### src/gde_pkg.sv
// Shared types, result kind codes and helpers for the gamepad edge and
// dead zone core. No dependencies.
package gde_pkg;

    localparam logic [1:0] KIND_RELEASED = 2'd0;
    localparam logic [1:0] KIND_PRESSED  = 2'd1;
    localparam logic [1:0] KIND_ANALOG   = 2'd2;

    localparam logic CFG_TRIGGER = 1'b0;
    localparam logic CFG_THUMB   = 1'b1;

    localparam logic [7:0]  TRIG_FULL = 8'd255;
    localparam logic [14:0] THUMB_MAX = 15'd32767;

    typedef struct packed {
        logic [1:0]  pad;
        logic [15:0] rel;
        logic [15:0] prs;
        logic [7:0]  lt;
        logic [7:0]  rt;
        logic [15:0] lx;
        logic [15:0] ly;
        logic [15:0] rx;
        logic [15:0] ry;
    } job_t;

    typedef struct packed {
        logic [1:0]  kind;
        logic [1:0]  pad_index;
        logic [3:0]  button_bit;
        logic [15:0] lt_level;
        logic [15:0] rt_level;
        logic [15:0] lx_level;
        logic [15:0] ly_level;
        logic [15:0] rx_level;
        logic [15:0] ry_level;
        logic        last;
    } res_t;

    // Index of the lowest set bit; 0 when none.
    function automatic logic [3:0] lowest_bit(input logic [15:0] v);
        logic [3:0] r;
        r = 4'd0;
        for (int i = 15; i >= 0; i--)
        begin
            if (v[i])
            begin
                r = 4'(i);
            end
        end
        return r;
    endfunction

endpackage

### src/gde_fifo.sv
// Two-entry queue of decoded reports between front and back.
// Depends on gde_pkg.
module gde_fifo (
    input  logic          clk,
    input  logic          rst_n,
    input  logic          push,
    input  gde_pkg::job_t wdata,
    output logic          full,
    input  logic          pop,
    output logic          nonempty,
    output gde_pkg::job_t rdata
);
    gde_pkg::job_t mem_reg [2];
    logic       wr_ptr_reg, wr_ptr_next;
    logic       rd_ptr_reg, rd_ptr_next;
    logic [1:0] count_reg, count_next;

    assign full     = (count_reg == 2'd2);
    assign nonempty = (count_reg != 2'd0);
    assign rdata    = mem_reg[rd_ptr_reg];

    always_comb
    begin
        wr_ptr_next = push ? ~wr_ptr_reg : wr_ptr_reg;
        rd_ptr_next = pop ? ~rd_ptr_reg : rd_ptr_reg;
        count_next  = count_reg + 2'(push) - 2'(pop);
    end

    always_ff @(posedge clk or negedge rst_n)
    begin
        if (!rst_n)
        begin
            wr_ptr_reg <= 1'b0;
            rd_ptr_reg <= 1'b0;
            count_reg  <= 2'd0;
        end
        else
        begin
            wr_ptr_reg <= wr_ptr_next;
            rd_ptr_reg <= rd_ptr_next;
            count_reg  <= count_next;
        end
    end

    always_ff @(posedge clk)
    begin
        if (push)
        begin
            mem_reg[wr_ptr_reg] <= wdata;
        end
    end

    a_no_overflow: assert property (@(posedge clk) disable iff (!rst_n)
        full |-> !push) else $error("queue written while full");
    a_no_underflow: assert property (@(posedge clk) disable iff (!rst_n)
        !nonempty |-> !pop) else $error("queue read while empty");
endmodule

### src/gde_front.sv
// Front end: accepts reports, keeps held buttons per pad, queues edge masks.
// Depends on gde_pkg.
module gde_front #(
    parameter int PAD_COUNT = 4
) (
    input  logic          clk,
    input  logic          rst_n,
    input  logic          in_valid,
    output logic          in_ready,
    input  logic [103:0]  in_data,
    input  logic          q_full,
    output logic          q_push,
    output gde_pkg::job_t q_data
);
    localparam int PIW = (PAD_COUNT > 1) ? $clog2(PAD_COUNT) : 1;

    logic [15:0]    held_reg [PAD_COUNT];
    logic [1:0]     pad;
    logic [15:0]    now_bits;
    logic [PIW+1:0] padx;
    logic [PIW-1:0] idx;
    logic           pad_ok;
    logic           accept;
    logic [15:0]    old_bits;

    assign pad      = in_data[1:0];
    assign now_bits = in_data[17:2];
    assign padx     = {PIW'(0), pad};
    assign idx      = padx[PIW-1:0];
    assign pad_ok   = (padx < (PIW+2)'(PAD_COUNT));
    assign in_ready = !q_full;
    assign accept   = in_valid && in_ready;
    assign old_bits = pad_ok ? held_reg[idx] : 16'd0;
    // Reports for pads out of range are taken and dropped.
    assign q_push   = accept && pad_ok;

    always_comb
    begin
        q_data.pad = pad;
        q_data.rel = old_bits & ~now_bits;
        q_data.prs = now_bits & ~old_bits;
        q_data.lt  = in_data[25:18];
        q_data.rt  = in_data[33:26];
        q_data.lx  = in_data[49:34];
        q_data.ly  = in_data[65:50];
        q_data.rx  = in_data[81:66];
        q_data.ry  = in_data[97:82];
    end

    always_ff @(posedge clk or negedge rst_n)
    begin
        if (!rst_n)
        begin
            for (int i = 0; i < PAD_COUNT; i++)
            begin
                held_reg[i] <= 16'd0;
            end
        end
        else if (q_push)
        begin
            held_reg[idx] <= now_bits;
        end
    end
endmodule

### src/gde_div.sv
// Restoring divider, one quotient bit per cycle, 17-bit quotient.
// Caller guarantees the quotient fits in 17 bits. No dependencies.
module gde_div (
    input  logic        clk,
    input  logic        rst_n,
    input  logic        start,
    input  logic [46:0] dividend,
    input  logic [31:0] divisor,
    output logic        busy,
    output logic [16:0] quotient
);
    logic [31:0] rem_reg, rem_next;
    logic [16:0] low_reg, low_next;
    logic [16:0] quo_reg, quo_next;
    logic [31:0] dvs_reg, dvs_next;
    logic [4:0]  cnt_reg, cnt_next;
    logic        busy_reg, busy_next;
    logic [32:0] trial;
    logic        take;

    assign busy     = busy_reg;
    assign quotient = quo_reg;
    assign trial    = {rem_reg, low_reg[16]};
    assign take     = (trial >= {1'b0, dvs_reg});

    always_comb
    begin
        rem_next  = rem_reg;
        low_next  = low_reg;
        quo_next  = quo_reg;
        dvs_next  = dvs_reg;
        cnt_next  = cnt_reg;
        busy_next = busy_reg;
        if (start)
        begin
            rem_next  = {2'b00, dividend[46:17]};
            low_next  = dividend[16:0];
            dvs_next  = divisor;
            cnt_next  = 5'd0;
            busy_next = 1'b1;
        end
        else if (busy_reg)
        begin
            rem_next = take ? 32'(trial - {1'b0, dvs_reg}) : trial[31:0];
            low_next = {low_reg[15:0], 1'b0};
            quo_next = {quo_reg[15:0], take};
            cnt_next = cnt_reg + 5'd1;
            if (cnt_reg == 5'd16)
            begin
                busy_next = 1'b0;
            end
        end
    end

    always_ff @(posedge clk or negedge rst_n)
    begin
        if (!rst_n)
        begin
            busy_reg <= 1'b0;
            cnt_reg  <= 5'd0;
        end
        else
        begin
            busy_reg <= busy_next;
            cnt_reg  <= cnt_next;
        end
    end

    always_ff @(posedge clk)
    begin
        rem_reg <= rem_next;
        low_reg <= low_next;
        quo_reg <= quo_next;
        dvs_reg <= dvs_next;
    end
endmodule

### src/gde_back.sv
// Back end: emits button events and computes the analog result with a
// shared multiplier, square root stepper and divider. Depends on gde_pkg, gde_div.
module gde_back (
    input  logic          clk,
    input  logic          rst_n,
    input  logic [7:0]    trig_thr,
    input  logic [14:0]   thumb_thr,
    input  logic          q_nonempty,
    input  gde_pkg::job_t q_data,
    output logic          q_pop,
    output logic          out_valid,
    input  logic          out_ready,
    output gde_pkg::res_t out_res
);
    localparam logic [3:0] C_IDLE  = 4'd0;
    localparam logic [3:0] C_TRIG  = 4'd1;
    localparam logic [3:0] C_TWAIT = 4'd2;
    localparam logic [3:0] C_SQA   = 4'd3;
    localparam logic [3:0] C_SQB   = 4'd4;
    localparam logic [3:0] C_SUM   = 4'd5;
    localparam logic [3:0] C_ROOT  = 4'd6;
    localparam logic [3:0] C_CHK   = 4'd7;
    localparam logic [3:0] C_DEN   = 4'd8;
    localparam logic [3:0] C_NUMX  = 4'd9;
    localparam logic [3:0] C_DIVX  = 4'd10;
    localparam logic [3:0] C_NUMY  = 4'd11;
    localparam logic [3:0] C_DIVY  = 4'd12;
    localparam logic [3:0] C_DONE  = 4'd13;

    gde_pkg::job_t job_reg;
    logic          active_reg;
    logic [15:0]   rel_reg, prs_reg;
    logic          out_valid_reg;
    gde_pkg::res_t out_reg;

    logic [3:0]  st_reg, st_next;
    logic        ch_reg, ch_next;
    logic [46:0] prod_reg;
    logic [31:0] sum_reg, sum_next;
    logic [31:0] rad_reg, rad_next;
    logic [31:0] root_reg, root_next;
    logic [31:0] bit_reg, bit_next;
    logic [3:0]  cnt_reg, cnt_next;
    logic [31:0] den_reg, den_next;
    logic [29:0] num_reg, num_next;
    logic [15:0] lvl_reg [6];
    logic [15:0] lvl_next [6];

    logic        load;
    logic        slot_free;
    logic        calc_done;
    logic [16:0] mul_a;
    logic [29:0] mul_b;
    logic        div_start;
    logic [46:0] div_dvd;
    logic [31:0] div_dvs;
    logic        div_busy;
    logic [16:0] div_q;

    logic [7:0]  t_raw;
    logic [7:0]  t_c;
    logic        t_zero;
    logic [15:0] sx_raw, sy_raw;
    logic [16:0] ax, ay;
    logic [32:0] root_try;
    logic [15:0] m;
    logic [14:0] mc;
    logic [14:0] q_sat;
    logic [15:0] q_pos;
    logic        axis_neg;

    gde_div u_div (
        .clk      (clk),
        .rst_n    (rst_n),
        .start    (div_start),
        .dividend (div_dvd),
        .divisor  (div_dvs),
        .busy     (div_busy),
        .quotient (div_q)
    );

    assign calc_done = (st_reg == C_DONE);
    assign slot_free = !out_valid_reg || out_ready;
    assign load      = !active_reg && q_nonempty;
    assign q_pop     = load;
    assign out_valid = out_valid_reg;
    assign out_res   = out_reg;

    // Operand selection for the current channel.
    always_comb
    begin
        t_raw    = ch_reg ? job_reg.rt : job_reg.lt;
        t_zero   = (trig_thr >= gde_pkg::TRIG_FULL) || (t_raw < trig_thr);
        t_c      = t_raw - trig_thr;
        sx_raw   = ch_reg ? job_reg.rx : job_reg.lx;
        sy_raw   = ch_reg ? job_reg.ry : job_reg.ly;
        ax       = sx_raw[15] ? 17'(17'h10000 - {1'b0, sx_raw}) : {1'b0, sx_raw};
        ay       = sy_raw[15] ? 17'(17'h10000 - {1'b0, sy_raw}) : {1'b0, sy_raw};
        root_try = {1'b0, root_reg} + {1'b0, bit_reg};
        m        = root_reg[15:0];
        mc       = (m > {1'b0, gde_pkg::THUMB_MAX}) ? gde_pkg::THUMB_MAX : m[14:0];
        q_sat    = (div_q > {2'b00, gde_pkg::THUMB_MAX}) ? gde_pkg::THUMB_MAX
                                                         : div_q[14:0];
        axis_neg = (st_reg == C_DIVX) ? sx_raw[15] : sy_raw[15];
        q_pos    = {1'b0, q_sat};
    end

    always_comb
    begin
        unique case (st_reg)
            C_SQA:
            begin
                mul_a = ax;
                mul_b = {13'd0, ax};
            end
            C_SQB:
            begin
                mul_a = ay;
                mul_b = {13'd0, ay};
            end
            C_CHK:
            begin
                mul_a = {1'b0, m};
                mul_b = {15'd0, 15'(gde_pkg::THUMB_MAX - thumb_thr)};
            end
            C_DEN:
            begin
                mul_a = ax;
                mul_b = num_reg;
            end
            C_DIVX:
            begin
                mul_a = ay;
                mul_b = num_reg;
            end
            default:
            begin
                mul_a = 17'd0;
                mul_b = 30'd0;
            end
        endcase
    end

    always_comb
    begin
        st_next   = st_reg;
        ch_next   = ch_reg;
        sum_next  = sum_reg;
        rad_next  = rad_reg;
        root_next = root_reg;
        bit_next  = bit_reg;
        cnt_next  = cnt_reg;
        den_next  = den_reg;
        num_next  = num_reg;
        for (int i = 0; i < 6; i++)
        begin
            lvl_next[i] = lvl_reg[i];
        end
        div_start = 1'b0;
        div_dvd   = prod_reg;
        div_dvs   = den_reg;

        if (load)
        begin
            st_next = C_TRIG;
            ch_next = 1'b0;
        end
        else
        begin
            unique case (st_reg) inside
                C_IDLE, C_DONE:
                begin
                    st_next = st_reg;
                end
                C_TRIG:
                begin
                    if (t_zero)
                    begin
                        lvl_next[{2'b00, ch_reg}] = 16'd0;
                        ch_next = !ch_reg;
                        st_next = ch_reg ? C_SQA : C_TRIG;
                    end
                    else
                    begin
                        div_start = 1'b1;
                        div_dvd   = 47'({t_c, 16'd0} - {16'd0, t_c});
                        div_dvs   = {24'd0, 8'(gde_pkg::TRIG_FULL - trig_thr)};
                        st_next   = C_TWAIT;
                    end
                end
                C_TWAIT:
                begin
                    if (!div_busy)
                    begin
                        lvl_next[{2'b00, ch_reg}] = div_q[15:0];
                        ch_next = !ch_reg;
                        st_next = ch_reg ? C_SQA : C_TRIG;
                    end
                end
                C_SQA:
                begin
                    st_next = C_SQB;
                end
                C_SQB:
                begin
                    sum_next = prod_reg[31:0];
                    st_next  = C_SUM;
                end
                C_SUM:
                begin
                    rad_next  = sum_reg + prod_reg[31:0];
                    root_next = 32'd0;
                    bit_next  = 32'h4000_0000;
                    cnt_next  = 4'd0;
                    st_next   = C_ROOT;
                end
                C_ROOT:
                begin
                    if ({1'b0, rad_reg} >= root_try)
                    begin
                        rad_next  = rad_reg - root_try[31:0];
                        root_next = (root_reg >> 1) + bit_reg;
                    end
                    else
                    begin
                        root_next = root_reg >> 1;
                    end
                    bit_next = bit_reg >> 2;
                    cnt_next = cnt_reg + 4'd1;
                    if (cnt_reg == 4'd15)
                    begin
                        st_next = C_CHK;
                    end
                end
                C_CHK:
                begin
                    if ((m <= {1'b0, thumb_thr}) || (thumb_thr == gde_pkg::THUMB_MAX))
                    begin
                        lvl_next[{ch_reg, 1'b0} + 3'd2] = 16'd0;
                        lvl_next[{ch_reg, 1'b1} + 3'd2] = 16'd0;
                        ch_next = !ch_reg;
                        st_next = ch_reg ? C_DONE : C_SQA;
                    end
                    else
                    begin
                        num_next = {15'(mc - thumb_thr), 15'd0};
                        st_next  = C_DEN;
                    end
                end
                C_DEN:
                begin
                    den_next = prod_reg[31:0];
                    st_next  = C_NUMX;
                end
                C_NUMX:
                begin
                    div_start = 1'b1;
                    st_next   = C_DIVX;
                end
                C_DIVX:
                begin
                    if (!div_busy)
                    begin
                        lvl_next[{ch_reg, 1'b0} + 3'd2] = axis_neg ? 16'(-q_pos) : q_pos;
                        st_next = C_NUMY;
                    end
                end
                C_NUMY:
                begin
                    div_start = 1'b1;
                    st_next   = C_DIVY;
                end
                C_DIVY:
                begin
                    if (!div_busy)
                    begin
                        lvl_next[{ch_reg, 1'b1} + 3'd2] = axis_neg ? 16'(-q_pos) : q_pos;
                        ch_next = !ch_reg;
                        st_next = ch_reg ? C_DONE : C_SQA;
                    end
                end
                default:
                begin
                    st_next = C_IDLE;
                end
            endcase
        end
    end

    always_ff @(posedge clk or negedge rst_n)
    begin
        if (!rst_n)
        begin
            st_reg        <= C_IDLE;
            ch_reg        <= 1'b0;
            cnt_reg       <= 4'd0;
            active_reg    <= 1'b0;
            out_valid_reg <= 1'b0;
        end
        else
        begin
            st_reg  <= st_next;
            ch_reg  <= ch_next;
            cnt_reg <= cnt_next;
            if (load)
            begin
                active_reg <= 1'b1;
            end
            else if (active_reg && slot_free && rel_reg == 16'd0 && prs_reg == 16'd0
                     && calc_done)
            begin
                active_reg <= 1'b0;
            end
            if (slot_free)
            begin
                out_valid_reg <= active_reg && !load
                                 && (rel_reg != 16'd0 || prs_reg != 16'd0 || calc_done);
            end
        end
    end

    always_ff @(posedge clk)
    begin
        prod_reg <= 47'(mul_a * mul_b);
        sum_reg  <= sum_next;
        rad_reg  <= rad_next;
        root_reg <= root_next;
        bit_reg  <= bit_next;
        den_reg  <= den_next;
        num_reg  <= num_next;
        for (int i = 0; i < 6; i++)
        begin
            lvl_reg[i] <= lvl_next[i];
        end
        if (load)
        begin
            job_reg <= q_data;
            rel_reg <= q_data.rel;
            prs_reg <= q_data.prs;
        end
        else if (active_reg && slot_free)
        begin
            out_reg.pad_index  <= job_reg.pad;
            out_reg.lt_level   <= 16'd0;
            out_reg.rt_level   <= 16'd0;
            out_reg.lx_level   <= 16'd0;
            out_reg.ly_level   <= 16'd0;
            out_reg.rx_level   <= 16'd0;
            out_reg.ry_level   <= 16'd0;
            out_reg.last       <= 1'b0;
            out_reg.button_bit <= 4'd0;
            if (rel_reg != 16'd0)
            begin
                out_reg.kind       <= gde_pkg::KIND_RELEASED;
                out_reg.button_bit <= gde_pkg::lowest_bit(rel_reg);
                rel_reg            <= rel_reg & (rel_reg - 16'd1);
            end
            else if (prs_reg != 16'd0)
            begin
                out_reg.kind       <= gde_pkg::KIND_PRESSED;
                out_reg.button_bit <= gde_pkg::lowest_bit(prs_reg);
                prs_reg            <= prs_reg & (prs_reg - 16'd1);
            end
            else
            begin
                out_reg.kind     <= gde_pkg::KIND_ANALOG;
                out_reg.lt_level <= lvl_reg[0];
                out_reg.rt_level <= lvl_reg[1];
                out_reg.lx_level <= lvl_reg[2];
                out_reg.ly_level <= lvl_reg[3];
                out_reg.rx_level <= lvl_reg[4];
                out_reg.ry_level <= lvl_reg[5];
                out_reg.last     <= 1'b1;
            end
        end
    end

    a_last_on_analog: assert property (@(posedge clk) disable iff (!rst_n)
        out_valid_reg |-> (out_reg.last == (out_reg.kind == gde_pkg::KIND_ANALOG)))
        else $error("last flag does not match result kind");
    a_div_idle_start: assert property (@(posedge clk) disable iff (!rst_n)
        div_start |-> !div_busy) else $error("divider started while busy");
    a_load_idle_calc: assert property (@(posedge clk) disable iff (!rst_n)
        load |-> (st_reg == C_IDLE || st_reg == C_DONE))
        else $error("new report loaded while analog path busy");
endmodule

### src/gamepad_edge_and_deadzone_core.sv
// Top level of the gamepad edge and dead zone core: ports, config registers,
// front end, queue and back end. Depends on gde_pkg, gde_front, gde_fifo, gde_back.
//
//  channel   | direction | moves
//  s_axis    | in        | one report per transfer
//  m_axis    | out       | released, pressed, then one analog result (tlast)
//  cfg       | in        | threshold register writes
//
// The back end loads the next queued report once it frees up, then works through the
// analog path: per trigger one 17-step division, per stick two squares, a
// 16-step square root and two 17-step divisions; a trigger or stick in its dead
// zone skips its divisions. Button events go out one per cycle meanwhile while
// m_axis_tready stays high; the analog result follows them. Two reports queue ahead
// of the back end. Reset clears held buttons and loads thresholds 30 and 8000.
module gamepad_edge_and_deadzone_core #(
    parameter int PAD_COUNT = 4
) (
    input  logic         clk,
    input  logic         rst_n,
    input  logic         s_axis_tvalid,
    output logic         s_axis_tready,
    // pad, buttons, left_trigger_raw, right_trigger_raw, left_x_raw,
    // left_y_raw, right_x_raw, right_y_raw, zero fill
    input  logic [103:0] s_axis_tdata,
    output logic         m_axis_tvalid,
    input  logic         m_axis_tready,
    // pad_index, button_bit, left_trigger_level, right_trigger_level,
    // left_x_level, left_y_level, right_x_level, right_y_level, zero fill
    output logic [103:0] m_axis_tdata,
    // kind
    output logic [1:0]   m_axis_tuser,
    output logic         m_axis_tlast,
    input  logic         cfg_we,
    input  logic         cfg_index,
    input  logic [14:0]  cfg_data
);
    logic [7:0]    trig_thr_reg;
    logic [14:0]   thumb_thr_reg;
    logic          q_push, q_full, q_pop, q_nonempty;
    gde_pkg::job_t q_wdata, q_rdata;
    gde_pkg::res_t res;

    always_ff @(posedge clk or negedge rst_n)
    begin
        if (!rst_n)
        begin
            trig_thr_reg  <= 8'd30;
            thumb_thr_reg <= 15'd8000;
        end
        else if (cfg_we)
        begin
            unique case (cfg_index)
                gde_pkg::CFG_TRIGGER: trig_thr_reg  <= cfg_data[7:0];
                gde_pkg::CFG_THUMB:   thumb_thr_reg <= cfg_data;
                default:              trig_thr_reg  <= trig_thr_reg;
            endcase
        end
    end

    gde_front #(.PAD_COUNT(PAD_COUNT)) u_front (
        .clk      (clk),
        .rst_n    (rst_n),
        .in_valid (s_axis_tvalid),
        .in_ready (s_axis_tready),
        .in_data  (s_axis_tdata),
        .q_full   (q_full),
        .q_push   (q_push),
        .q_data   (q_wdata)
    );

    gde_fifo u_fifo (
        .clk      (clk),
        .rst_n    (rst_n),
        .push     (q_push),
        .wdata    (q_wdata),
        .full     (q_full),
        .pop      (q_pop),
        .nonempty (q_nonempty),
        .rdata    (q_rdata)
    );

    gde_back u_back (
        .clk        (clk),
        .rst_n      (rst_n),
        .trig_thr   (trig_thr_reg),
        .thumb_thr  (thumb_thr_reg),
        .q_nonempty (q_nonempty),
        .q_data     (q_rdata),
        .q_pop      (q_pop),
        .out_valid  (m_axis_tvalid),
        .out_ready  (m_axis_tready),
        .out_res    (res)
    );

    assign m_axis_tdata = {2'b00, res.ry_level, res.rx_level, res.ly_level, res.lx_level,
                           res.rt_level, res.lt_level, res.button_bit, res.pad_index};
    assign m_axis_tuser = res.kind;
    assign m_axis_tlast = res.last;
endmodule
### config.mk
export PLATFORM = sky130hd
export DESIGN_NAME = gamepad_edge_and_deadzone_core
export DESIGN_NICKNAME = d
export VERILOG_FILES = /design/src/gde_pkg.sv /design/src/gde_fifo.sv /design/src/gde_front.sv /design/src/gde_div.sv /design/src/gde_back.sv /design/src/gamepad_edge_and_deadzone_core.sv
export SDC_FILE = /design/constraint.sdc
export NUM_CORES = 2
export LEC_CHECK = 0
export ABC_AREA = 1
export BUFFER_PORTS_ARGS = -buffer_cell sky130_fd_sc_hd__buf_2
export CAP_MARGIN = 25
export CORE_MARGIN = 3
export CORE_UTILIZATION = 35
export DETAILED_ROUTE_END_ITERATION = 16
export GPL_ROUTABILITY_DRIVEN = 0
export PLACE_DENSITY = 0.51
export SETUP_SLACK_MARGIN = 0.15
export SLEW_MARGIN = 20
export SYNTH_ARGS = -nofsm -noshare
export SYNTH_HDL_FRONTEND = slang
export SYNTH_SLANG_ARGS = --single-unit
### constraint.sdc
create_clock -name clk -period 13.1 [get_ports clk]
set_clock_uncertainty 0.1 [all_clocks]
set_input_delay 1.965 -clock clk [delete_from_list [all_inputs] [get_ports clk]]
set_output_delay 1.965 -clock clk [all_outputs]
set_load 0.05 [all_outputs]
# Word-level counts from Yosys, hierarchy flattened

Memories as Yosys holds them, arrays and structs flattened.
Cells that the tools add are included.

Bits in registers: 647
Memory bits (writable): 324
Bits of input ports: 125
Output and inout port bits: 109
Memories: 2

Add/sub/neg operators: 21
Multiply operators: 1
Magnitude comparators: 16
Eq/ne operators: 27
Multiplexer cells: 121
Bitwise operators: 22
Reduce and logical (&&, ||, !) cells: 56

Memories:

| memory         | depth | bits a word | read ports | clocked after Yosys merged registers in | wr ports | RTL line       | text |
|---|---|---|---|---|---|---|---|
| u_fifo.mem_reg | 2     | 114         | 1          | 0                                       | 1        | gde_fifo.sv:13 | `gde_pkg::job_t mem_reg [2];` |
| u_back.lvl_reg | 6     | 16          | 6          | 0                                       | 6        | gde_back.sv:46 | `logic [15:0] lvl_reg [6];` |

Operators by type and width:

| kind                                                | number |
|---|---|
| two-way mux 96 bit                                  | 6 |
| one-hot mux 96 bit (5 select lines)                 | 1 |
| bitwise AND 96 bit                                  | 3 |
| bitwise mux 96 bit                                  | 3 |
| NOT 96 bit                                          | 3 |
| two-way mux 16 bit                                  | 17 |
| two-way mux 32 bit                                  | 6 |
| one-hot mux 32 bit (2 select lines)                 | 3 |
| two-way mux 4 bit                                   | 42 |
| demux 16 bit (select 3 bit)                         | 3 |
| two-way mux 47 bit                                  | 3 |
| one-hot mux 30 bit (4 select lines)                 | 1 |
| two-way mux 17 bit                                  | 4 |
| bitwise AND 16 bit                                  | 4 |
| bitwise mux 64 bit                                  | 1 |
| subtractor 32 bit                                   | 2 |
| two-way mux 30 bit                                  | 2 |
| one-hot mux 4 bit (13 select lines)                 | 1 |
| one-hot mux 17 bit (3 select lines)                 | 1 |
| multiplier 17 x 30 -> 47 bit                        | 1 |
| subtractor 17 x 16 -> 17 bit (first input constant) | 2 |
| adder 32 x 32 -> 33 bit                             | 1 |
| greater-or-equal comparator 32 x 33 -> 1 bit        | 1 |
| greater-or-equal comparator 33 x 32 -> 1 bit        | 1 |
| other kinds (63)                                    | 152 |

# Longest topological paths before layout

Depth in word-level cells: 18
Mapped depth: 41
Gate-level depth less buffers: 39

# Hierarchy

A second synthesis with hierarchy kept.

Cell total of the unflattened synthesis: 8418
Area, all modules: 69945.8 um2

Modules (own cells, without submodules):

| module                         | times used | cells an instance | area an instance (um2) | seq. area each (um2) |
|---|---|---|---|---|
| gde_back                       | 1          | 6132              | 49089.6                | 15419.8 |
| gde_fifo                       | 1          | 620               | 8612.0                 | 6946.7 |
| gde_div                        | 1          | 938               | 7044.3                 | 3072.9 |
| gde_front                      | 1          | 624               | 4219.0                 | 1601.5 |
| gamepad_edge_and_deadzone_core | 1          | 104               | 980.9                  | 588.1 |

# Worst setup path before layout

No wires, ideal clock.

Path type: input-to-reg
Start point: in m_axis_tready
End point: reg u_back.prs_reg[0] (enable)
Setup time: 0.411 ns
Arrival time: 7.870 ns
Required time: 12.589 ns
Setup slack: 4.718 ns
Cell stages on the path: 4
Path buffers: 0
Cell sequence: nor2_1 nor2_1 inv_1 o21ai_0

Word-level cells in the longest chain between the ends: 4

RTL lines:

| item                                 | RTL line                             | text |
|---|---|---|
| from (decl)                          | gamepad_edge_and_deadzone_core.sv:26 | `input logic m_axis_tready,` |
| logical OR 1 bit                     | gde_back.sv:83                       | `assign slot_free = !out_valid_reg \|\| out_ready;` |
| logical AND 1 bit                    | gde_back.sv:341                      | `else if (active_reg && slot_free)` |
| nonzero test 2 bit (no source line)  | --                                   |  |
| AND reduction 3 bit (no source line) | --                                   |  |
| to (signal assigned)                 | gde_back.sv:339                      | `prs_reg <= q_data.prs;` |
| to (signal assigned)                 | gde_back.sv:362                      | `prs_reg <= prs_reg & (prs_reg - 16'd1);` |
| to (decl)                            | gde_back.sv:32                       | `logic [15:0] rel_reg, prs_reg;` |

No other way between the ends.
A chain may end at the register's enable or synchronous reset.

# Worst setup path in the final report

Start point: reg u_back.ch_reg
End point: reg u_back.prod_reg[27]

Word-level cells in the longest chain between the ends: 5
Elaborated cells between the ends (all ways): 9

RTL lines:

| item                                                                                              | RTL line                       | text |
|---|---|---|
| from (decl)                                                                                       | gde_back.sv:37                 | `logic ch_reg, ch_next;` |
| from (signal assigned)                                                                            | gde_back.sv:303                | `ch_reg <= ch_next;` |
| two-way mux 16 bit (on tied branches)                                                             | gde_back.sv:96, gde_back.sv:95 |  |
| subtractor 17 x 16 -> 17 bit (on tied branches)                                                   | gde_back.sv:98, gde_back.sv:97 |  |
| two-way mux 17 bit (on tied branches)                                                             | gde_back.sv:98, gde_back.sv:97 |  |
| one-hot mux 30 bit (4 select lines) / one-hot mux 17 bit (3 select lines) (equally long branches) | gde_back.sv:110                | `unique case (st_reg)` |
| multiplier 17 x 30 -> 47 bit (*)                                                                  | gde_back.sv:324                | `prod_reg <= 47'(mul_a * mul_b);` |
| to (signal assigned)                                                                              | gde_back.sv:324                |  |
| to (decl)                                                                                         | gde_back.sv:38                 | `logic [46:0] prod_reg;` |

Mark *: on every way between the ends. The rest lies on a longest branch, timed or not.

==> flow_summary_export.csv <==
group,metric,value,unit
status,status,"completed",
sta,layout_setup_ws,3.511,ns
die,dieArea,195700,um^2
synth,synth_top_area_cell,"edfxtp_1",
power,peakVddDrop,0.1311,mV
global_routing,grt_max_degree,75,
cells_and_area,multi_input_area,32970,um^2
sta,slew_viol_final,0,
placement,port_buffers,225,
global_routing,overflow,0,
synth,synth_top_area_share,35.91,%
cells_and_area,stdcell_count,10500,
synth,synth-async-reset-ratio,11.32,%
die,rows,159,
clock_network,numCtsBuffers,105,
cells_and_area,area_growth_syn_to_layout,11.54,%
cells_and_area,largest_reg_flops,228,
clock_network,cts_max_level,3,
die,start_util,35.34,%
synth,synth_area,66650,um^2
cells_and_area,regArea,27640,um^2
synth,synth_most_common_cell,"nand2_1",
die,core,188600,um^2
drt,dr_wl_met2,92350,um
global_routing,grt_pass1_vias,51710,
synth,synth_area_leaders,"edfxtp_1, fa_1, nand2_1",
clock_network,clk_pin_slew,0.06,ns
die,die_h,442.4,um
sta,tightest_slew,1.030,ns
die,die_w,442.4,um
drt,vias_per_cell,4.962,
sta,max-slew-margin-rel,31.26,%
drt,drc,0,
cells_and_area,final_layout_size_suffix_gt1_share,7.565,%
sta,setup_viol,0,
setup_path,startpoint_type,"flip-flop",
hold_path,hold_class,"flip-flop to flip-flop",
power,p_leak,34.82,nW
sta,rsz0062_at_grt,"false",
placement,pre_cts_slack,3.745,ns
cells_and_area,fillers,19140,
clock_network,cts_root_buf,"clkbuf_16",
setup_path,slowest_delay,0.74,ns
sta,period_needed,9.589,ns
setup_path,path_max_fanout,56,
global_routing,antenna_found_initial,13,
global_routing,grt_use_total,20.16,%
clock_network,post_cts_buffers,0,
sta,tns,0,ns
clock_network,cts_resized,0,
clock_network,clk_latency,0.75,ns
synth,yosysSeqAreaShare,41.46,%
cells_and_area,num-nets-final,8756,
synth,ys_warn_count,0,
synth,ys_ff_latch,954,
drt,wirelength,200600,um
power,p_per_area,100.5,nW/um^2
synth,synth_top_flop_cell,"edfxtp_1",
sta,finalHoldViolations,0,
setup_path,cp.required,13.53,ns
synth,yosysUniqueCellTypes,63,
drt,drtIter0Drc,4143,
drt,met1_length,90700,um
drt,via_count,52100,
synth,synth_edf_count,797,
global_routing,grt_pass1_wl,308300,um
flow_run,max_cap_violations,0,
drt,dr.pass1.iters,5,
placement,dp_cells,10290,
sta,clock.fmax,104.3,MHz
synth,syn_inst,7706,
setup_path,cp.arrival,10.02,ns
placement,postPlaceCellArea,70690,um^2
drt,top_layer,"met4",
drt,ant_nets,0,
setup_path,crit_type,"flip-flop to flip-flop",
drt,wl_per_cell,19.11,um
die,io_pins,234,
cells_and_area,fin_area,74340,um^2
setup_path,crit_top_cell,"nand2_1",
clock_network,cts_tree,"done",
synth,netlist_top_cells_count,"nand2_1, inv_1, edfxtp_1",
clock_network,clock_sinks,954,
clock_network,holdBufCountCts,0,
clock_network,clockBufferDepth,3,
setup_path,worst_path_max_delay_cell,"dfrtp_4",
sta,timing.final.crit_share,73.20,%
placement,dp_hpwl,150900,um
setup_path,critPathCaptureType,"flip-flop",
synth,avgSynthCellArea,8.649,um^2
drt,wl_met3,10960,um
[path summary, 6_finish.rpt]
| kind | startpoint | endpoint | slack (ns) | depth (start not counted) |
|---|---|---|---|---|
| max | u_back.ch_reg | u_back.prod_reg[27] | 3.51 | 31 |
| min | u_back.job_reg[112] | u_back.out_res[101] | 0.32 | 0 |
| max reg2reg | u_back.ch_reg | u_back.prod_reg[27] | 3.51 | 31 |
| min reg2reg | u_back.job_reg[112] | u_back.out_res[101] | 0.32 | 0 |
| max in group asynchronous | rst_n | u_back.ch_reg | 10.26 | 2 |
| min in group asynchronous | rst_n | u_front.held_reg[29] | 1.19 | 1 |
[kinds of logic after synthesis]
| group | Yosys count | share of synthesized area [%] |
|---|---|---|
| AOI/OAI and AO/OA | 1019 | 8.840 |
| xor gates and xnor gates | 169 | 2.232 |
| adders and majority gates | 722 | 18.33 |
| buffers and inverters | 1623 | 9.479 |
| DFF | 954 | 41.46 |
| muxes | 1 | 0.01502 |
| other | 2 | 0.01127 |
| and+or+nand+nor | 3216 | 19.64 |
[per-stage QoR]
| stage | total power [mW] | hold slack (ns) | util, % |
|---|---|---|---|
| after global routing | 7.773 | 0.3245 | 39.42 |
| after CTS | 7.553 | 0.3193 | 39.38 |
| final | 7.468 | 0.3175 | 39.42 |
| after floorplan | 4.249 | 0.3003 | - |
| after detailed placement | 4.475 | 0.3045 | 37.48 |
| after global placement | 4.453 | 0.3066 | 37.46 |
[metal layers]
layer,up-vias,global-route usage (%)
li1,25070,-
met1,25340,27.74
met2,1436,32.79
met3,252,2.749
met4,0,6.629
met5,-,0
[where the power goes]
part	switching (mW)	leakage, nW	total (mW)	internal (mW)
registers	0.113	8.78	3.74	3.62
logic	0.480	24.3	0.675	0.195
clock network	1.26	1.75	3.06	1.80
[cells in the final DEF (no fill, tap or decap), drive strengths merged, types with 37 or more instances in the layout]
master and n:
ha 298, dfxtp 49, nand4 63, clkinv 43, a21o 37, nand3 319, edfxtp 797, xor2 107
nor2 646, dfrtp 98, xnor2 62, nor3 49, inv 1377, a21oi 307, fa 424, buf 314
o21ai 406, o22ai 73, nand2 2052, clkbuf 136
[worst max-delay path, delay by kind of cell, from the launching register on]
family / cells / cell delay [ns]
adders and majority gates: 7 / 3.35
buffers and inverters: 9 / 1.97
and+or+nand+nor: 13 / 1.84
DFF: 1 / 0.74
AOI/OAI and AO/OA: 1 / 0.64
xor gates and xnor gates: 1 / 0.61
[cell type report]
type	instances	area share [%]
Clock buffer	136	3.890
Timing Repair Buffer	314	2.491
Clock inverter	59	0.9156
Multi-Input combinational cell	5159	44.35
Sequential cell	954	37.18
Inverter	1375	6.953
Tap cell	2495	4.199
Antenna cell	7	0.02356
Note: power is estimated with default switching activity, not from simulation.
